## config.mk

```make
export PLATFORM = sky130hd
export DESIGN_NAME = ptbl_refill
export DESIGN_NICKNAME = d
export VERILOG_FILES = /design/src/rtl/core/ptbl_pkg.sv /design/src/rtl/core/ptbl_refill.sv
export SDC_FILE = /design/constraint.sdc
export NUM_CORES = 2
export LEC_CHECK = 0
export BUFFER_PORTS_ARGS = -buffer_cell sky130_fd_sc_hd__buf_2
export CAP_MARGIN = 20
export CORE_MARGIN = 1
export CORE_UTILIZATION = 60
export DETAILED_ROUTE_END_ITERATION = 12
export HOLD_SLACK_MARGIN = 0.15
export PLACE_DENSITY = 0.8
export SLEW_MARGIN = 20
export SYNTH_ARGS = -nofsm -noshare
export SYNTH_HDL_FRONTEND = slang
export SYNTH_SLANG_ARGS = --single-unit
```

## constraint.sdc

```tcl
create_clock -name clk -period 12.65 [get_ports clk]
set_clock_uncertainty 0.05 [all_clocks]
set_input_delay 1.265 -clock clk [delete_from_list [all_inputs] [get_ports clk]]
set_output_delay 1.265 -clock clk [all_outputs]
set_load 0.01 [all_outputs]
```

## src/rtl/core/ptbl_pkg.sv

```systemverilog
// Shared constants for the per-address token bucket limiter.
// No dependencies; imported by ptbl_in_if, the cells, the refill unit and the top level.
package ptbl_pkg;

  localparam int ADDR_W  = 32;
  localparam int TOKEN_W = 32;
  localparam int NOW_W   = 48;
  localparam int CFG_W   = 32;
  localparam int CFG_IDX_W = 2;

  localparam int TABLE_ENTRIES_DEF = 64;
  localparam int FRACTION_BITS_DEF = 16;
  localparam int TIME_BITS_DEF     = 48;

  localparam logic [31:0] RATE_RESET  = 32'd65536;
  localparam logic [15:0] BURST_RESET = 16'd10;

  localparam logic [CFG_IDX_W-1:0] CFG_RATE  = 2'd0;
  localparam logic [CFG_IDX_W-1:0] CFG_BURST = 2'd1;

  localparam logic [1:0] CHG_ENTRY = 2'd0;
  localparam logic [1:0] CHG_NEW   = 2'd1;
  localparam logic [1:0] CHG_SPILL = 2'd2;

endpackage

```

## src/rtl/core/ptbl_refill.sv

```systemverilog
// Two-stage lazy refill: elapsed time, saturating product, add and cap.
// Depends on ptbl_pkg; carries an entry alongside so pruning can stream through it.
module ptbl_refill import ptbl_pkg::*; #(
  parameter int TIME_BITS = TIME_BITS_DEF
) (
  input  logic                 clk,
  input  logic                 rst_n,
  input  logic                 adv,
  input  logic [31:0]          rate,
  input  logic [TOKEN_W-1:0]   cap,
  input  logic [TIME_BITS-1:0] now,
  input  logic [TOKEN_W-1:0]   tokens,
  input  logic [TIME_BITS-1:0] last,
  input  logic                 pv_in,
  input  logic [ADDR_W-1:0]    pa_in,
  output logic [TOKEN_W-1:0]   refilled,
  output logic [TOKEN_W-1:0]   tokens_out,
  output logic                 pv_out,
  output logic [ADDR_W-1:0]    pa_out,
  output logic [TIME_BITS-1:0] pl_out
);

  logic [TIME_BITS-1:0] elapsed;
  logic [63:0]          el64;

  logic                 s1_pv_r, s2_pv_r;
  logic [ADDR_W-1:0]    s1_pa_r, s2_pa_r;
  logic [TIME_BITS-1:0] s1_pl_r, s2_pl_r;
  logic [TOKEN_W-1:0]   s1_tok_r, s2_tok_r;
  logic [31:0]          s1_lo_r;
  logic                 s1_big_r, s2_big_r;
  logic [63:0]          s2_prod_r;

  logic [TOKEN_W-1:0] added;
  logic [TOKEN_W:0]   sum;

  assign elapsed = now - last;
  assign el64    = 64'(elapsed);

  always_ff @(posedge clk) begin
    if (!rst_n) begin
      s1_pv_r <= 1'b0;
      s2_pv_r <= 1'b0;
    end else if (adv) begin
      s1_pv_r <= pv_in;
      s2_pv_r <= s1_pv_r;
    end
  end

  always_ff @(posedge clk) begin
    if (adv) begin
      s1_pa_r   <= pa_in;
      s1_pl_r   <= last;
      s1_tok_r  <= tokens;
      s1_lo_r   <= el64[31:0];
      s1_big_r  <= |el64[63:32];
      s2_pa_r   <= s1_pa_r;
      s2_pl_r   <= s1_pl_r;
      s2_tok_r  <= s1_tok_r;
      s2_big_r  <= s1_big_r;
      s2_prod_r <= 64'(s1_lo_r) * 64'(rate);
    end
  end

  // elapsed beyond 32 bits with a non-zero rate always overshoots the cap
  always_comb begin
    if (rate == 32'd0) begin
      added = '0;
    end else if (s2_big_r || (s2_prod_r > 64'(cap))) begin
      added = cap;
    end else begin
      added = s2_prod_r[TOKEN_W-1:0];
    end
    sum = (TOKEN_W+1)'(s2_tok_r) + (TOKEN_W+1)'(added);
    refilled = (sum > (TOKEN_W+1)'(cap)) ? cap : sum[TOKEN_W-1:0];
  end

  assign tokens_out = s2_tok_r;
  assign pv_out     = s2_pv_r;
  assign pa_out     = s2_pa_r;
  assign pl_out     = s2_pl_r;

endmodule

```

* Word-level counts from Yosys, hierarchy flattened
Index checks and enable logic that the tools add are counted.
** Storage, ports and cells
- Bits of input ports :: 228
- Bits in registers :: 324
** Operators by class
- Order comparisons :: 2
- Muxes and demuxes :: 3
- Multiply operators :: 1
- Add/sub/neg operators :: 2
- Reduce and logical (&&, ||, !) cells :: 3
** Operator list (number)
- $mux 32 :: 3
- $gt 64x32->1 :: 1
- $mul 32x32->64 :: 1
- $sub 48x48->48 :: 1
- $add 32x32->33 :: 1
- $gt 33x32->1 :: 1
- $logic_not 32->1 :: 1
- $reduce_or 16->1 :: 1
- $logic_or 1x1->1 :: 1

* Logic depth before layout (Yosys ltp)
- Depth in word-level cells :: 7
- Mapped depth :: 37
- Mapped depth without buffers :: 35

* Worst setup path after synthesis
OpenSTA, ideal clock, no wires.
- Path kind :: input to output
- Start :: input cap[17]
- End :: output refilled[22]
- Stages on the path :: 37
- Data arrival time :: 7.624 ns
- Required time :: 11.335 ns
- Buffers on the path :: 2
- Setup slack :: 3.711 ns
- Cells stage by stage :: inv_1 -> ha_1 -> a21o_1 -> a21o_1 -> a21o_1 -> a21o_1 -> a21oi_1 -> o41a_1 -> o2111ai_1 -> o21ai_1 -> buf_2 -> mux2i_1 -> nor2_1 -> ha_1 -> inv_1 -> fa_1 -> nor2b_1 -> o31a_1 -> o21ai_1 -> a31oi_1 -> a31oi_2 -> o21ai_2 -> nand2b_1 -> nand2_1 -> xor2_1 -> ha_1 -> a21o_1 -> a21o_1 -> a21o_1 -> a21oi_1 -> o21ai_0 -> a21o_1 -> a31oi_1 -> nand2_1 -> a31oi_1 -> buf_4 -> mux2_1
** On the way
- Longest elaborated chain between the ends :: 7
** RTL lines
- from (decl) :: RTL line ptbl_refill.sv:10 : input logic [TOKEN_W-1:0] cap,
- $gt 64x32->1 :: RTL line ptbl_refill.sv:69 : end else if (s2_big_r || (s2_prod_r > 64'(cap))) begin
- $logic_or 1x1->1 :: RTL line ptbl_refill.sv:69
- $mux 32 :: RTL line ptbl_refill.sv:69
- $mux 32 :: RTL line ptbl_refill.sv:67 : if (rate == 32'd0) begin
- $add 32x32->33 :: RTL line ptbl_refill.sv:74 : sum = (TOKEN_W+1)'(s2_tok_r) + (TOKEN_W+1)'(added);
- $gt 33x32->1 :: RTL line ptbl_refill.sv:75 : refilled = (sum > (TOKEN_W+1)'(cap)) ? cap : sum[TOKEN_W-1:0];
- $mux 32 * :: RTL line ptbl_refill.sv:75
- to (decl) :: RTL line ptbl_refill.sv:16 : output logic [TOKEN_W-1:0] refilled,
Every way passes the cells marked *; elsewhere a longest branch is shown, timed or not.

* Final worst setup path
- Start :: input cap[17]
- End :: output refilled[12]
The elaborated chain is that of the path after synthesis.

==> summary.txt <==
Global route
  – First-pass GRT wire length: 212 mm
  – Final global-route overflow total: 0
  – GRT Total Usage: 32.6%
  – Vias in the first global route: 40100
  – Initial antenna violation count: 10
  – Maximum number of pins on one net before global-route repair: 105

Detailed routing
  – Post-route DRC violation count: 0
  – Drt wl/cell: 20.4 microns
  – Wire length after detailed routing: 132 mm
  – Count of vias placed by the detailed router: 37500
  – Remaining antenna violation count after routing: 0
  – Initial DRT Pass Iterations: 7
  – Via-per-instance ratio: 5.80
  – First DRT Iteration DRCs: 2525

Clock network
  – TritonCTS buffer count: 28
  – Post-CTS sizing: 0
  – H-Tree Level Count: 1
  – Library cell used as clock root buffer: sky130_fd_sc_hd__clkbuf_16
  – Clock tree from TritonCTS: yes
  – Clock latency of the later-clocked register in the worst-skew pair: 570 ps
  – Maximum buffer depth of the clock tree: 3
  – Clock-pin transition on the worst setup and hold timing paths: 70 ps
  – CTS Sinks: approximately 320
  – Setup fix buffers added after clock tree synthesis: 0
  – Number of buffers inserted by hold repair at cts: 0

Worst setup path
  – Sort of element at the start of the critical path: input port
  – Endpoint required time on the critical path: roughly 11000 ps
  – Setup CP Type: input port to output pin
  – Worst setup EP type: output pin
  – Highest net fanout along the worst path: 22
  – Combined buffer and inverter count along the critical path: 5
  – Data arrival, critical path: 9330 ps
  – Crit path largest cell delay: between 500 and 600 ps
  – Worst path most repeated cell: sky130_fd_sc_hd__a21o_1
  – Slowest stage cell on the critical path: sky130_fd_sc_hd__o21ai_4
  – Top cell family by delay on the critical path: compound AO/OA/AOI/OAI gates
  – Reg2Reg Setup Slack: 3690 ps

Yosys
  – Average cell area after synthesis: 9.66 sq um
  – Synth unique cells: 85
  – Synth top cells by count: sky130_fd_sc_hd__inv_1 (1098), sky130_fd_sc_hd__nand2_1 (900), sky130_fd_sc_hd__fa_1 (898), sky130_fd_sc_hd__ha_1 (406), sky130_fd_sc_hd__edfxtp_1 (322)
  – Flip-flop cell with the highest count after synthesis: sky130_fd_sc_hd__edfxtp_1
  – Count of state elements after synthesis: 324
  – Number of synthesized flops with an enable pin: between 300 and 400
  – Share of async-settable or async-resettable flops after synthesis: 0%
  – Post-synthesis sequential area ratio: 19.6%
  – Summed instance area of the synthesized netlist: 49600 sq um
  – Area share of the largest cell type after synthesis: 36.3%
  – Post-Syn Nets: around 6700
  – Dominant cells by area after synthesis: sky130_fd_sc_hd__fa_1 (36%), sky130_fd_sc_hd__edfxtp_1 (20%), sky130_fd_sc_hd__ha_1 (10%)
  – Cell type with the highest aggregate area in the netlist: sky130_fd_sc_hd__fa_1
  – Yosys warns: 0
  – Count leader, synth: sky130_fd_sc_hd__inv_1
  – Number of cells produced by synthesis: 5131

Floorplan
  – Placeable core area: 82000 sq um
  – Floorplan die area: roughly 84000 sq um
  – Height of the die: 289 microns
  – I/O Pins: approximately 370
  – Effective utilization at floorplan: 60.5%
  – Row Count: 105
  – Horizontal die dimension: 289 microns

Layout
  – Sequential cell area in the final layout: 9710 sq um
  – Layout cell share with drive strength beyond 1: under 10%
  – Net total in the final layout: approximately 7000
  – Multi-input gate area in the final layout: about 35000 sq um
  – Final cell count without fillers: 6460
  – Number of fill cells: 6442
  – Area growth from synthesis to layout: 7.82%

Flow run
  – Total of max-cap violations: 0

STA
  – Worst Tran Pin Value: 1020 ps
  – Portion of the clock cycle consumed by the worst path in the final layout: 84.2%
  – Post-layout minimum cycle time: 10650 ps
  – Fin. Hold Viols: 0
  – Final hold slack: 366 ps
  – Unrepaired setup endpoints after global routing: false
  – Maximum clock rate: 93.9 MHz
  – # setup viols final: 0
  – Final sum of negative setup slack: 0 ps
  – Number of max-slew violations in the final report: 0
  – Relative slew slack: 32.0%

Place
  – Routability congestion estimate from global placement: ~0.93
  – Dpl hpwl: slightly above 100 mm
  – IO Port Bufs: 372
  – Placed insts: 6400

Run status
  – Outcome: finished clean

Worst hold path
  – HP Class: flip-flop to flip-flop
[final timing paths]
check,from,end,cells past startpoint
setup / recovery,cap[17],refilled[12],37
hold / removal,s1_pa_r[17],pa_out[17],0
setup reg to reg,s1_lo_r[7],s2_prod_r[61],26
hold reg to reg,s1_pa_r[17],pa_out[17],0
[logic make-up (layout without fill, tap and decap cells)]
family	after synthesis	in the layout	synth area share, %
simple gates	1454	1454	13.2
buf+inv	1329	1581	10.1
fa+ha+maj	1304	1304	46.5
compound gates	536	536	7.11
flops	324	324	19.6
xor+xnor	118	118	2.08
mux	66	66	1.41
other cells	0	7	0
[through the flow]
stage / setup slack (ps) / instance area, sq um / utilization (%)
floorplan: 3710 / 49600 / -
global placement: 1950 / 52400 / 63.9
finish: 2000 / 53500 / 65.2
global route: 1360 / 53500 / 65.2
detailed placement: 1820 / 52400 / 63.9
CTS: 1790 / 53400 / 65.2
[layout make-up]
cell class | count | area share (%)
Sequential cell | 324 | 18.2
Clock buffer | 28 | 1.31
Multi-Input combinational cell | 3478 | 65.2
Inverter | 1098 | 7.71
Tap cell | 1070 | 2.50
Clock inverter | 24 | 0.672
Timing Repair Buffer | 431 | 4.37
Antenna cell | 7 | 0.0328
[cell usage in the layout (no fill, tap or decap), drive strengths merged, types with 80 or more instances in the layout]
| cell | netlist | final |
|---|---|---|
| a21oi | 159 | 159 |
| o21ai | 98 | 98 |
| ha | 406 | 406 |
| inv | 1098 | 1102 |
| a21o | 106 | 106 |
| fa | 898 | 898 |
| nor2 | 114 | 114 |
| xnor2 | 80 | 80 |
| and2 | 227 | 227 |
| edfxtp | 322 | 322 |
| nand2 | 902 | 902 |
| buf | 13 | 431 |
[registers in the layout (all words and copies together), names as in the netlist]
| name | count |
|---|---|
| s1_pl_r | 48 |
| s1_pa_r | 32 |
| pl_out | 48 |
| s1_pv_r | 1 |
| s1_big_r | 1 |
| pa_out | 32 |
| tokens_out | 32 |
| s1_lo_r | 32 |
| pv_out | 1 |
| s1_tok_r | 32 |
| s2_prod_r | 64 |
| s2_big_r | 1 |
[routing by layer]
metal	vias up	part of all wire (%)	global-route usage, %
met5	-	0.022	0
met4	4	5.4	16.1
met3	478	7.6	4.73
met2	1775	51	57.0
met1	18900	36	39.5
li1	16400	-	-
Power is not shown: default switching activity piles up to over one toggle a cycle in this logic, so the estimate is an artifact.
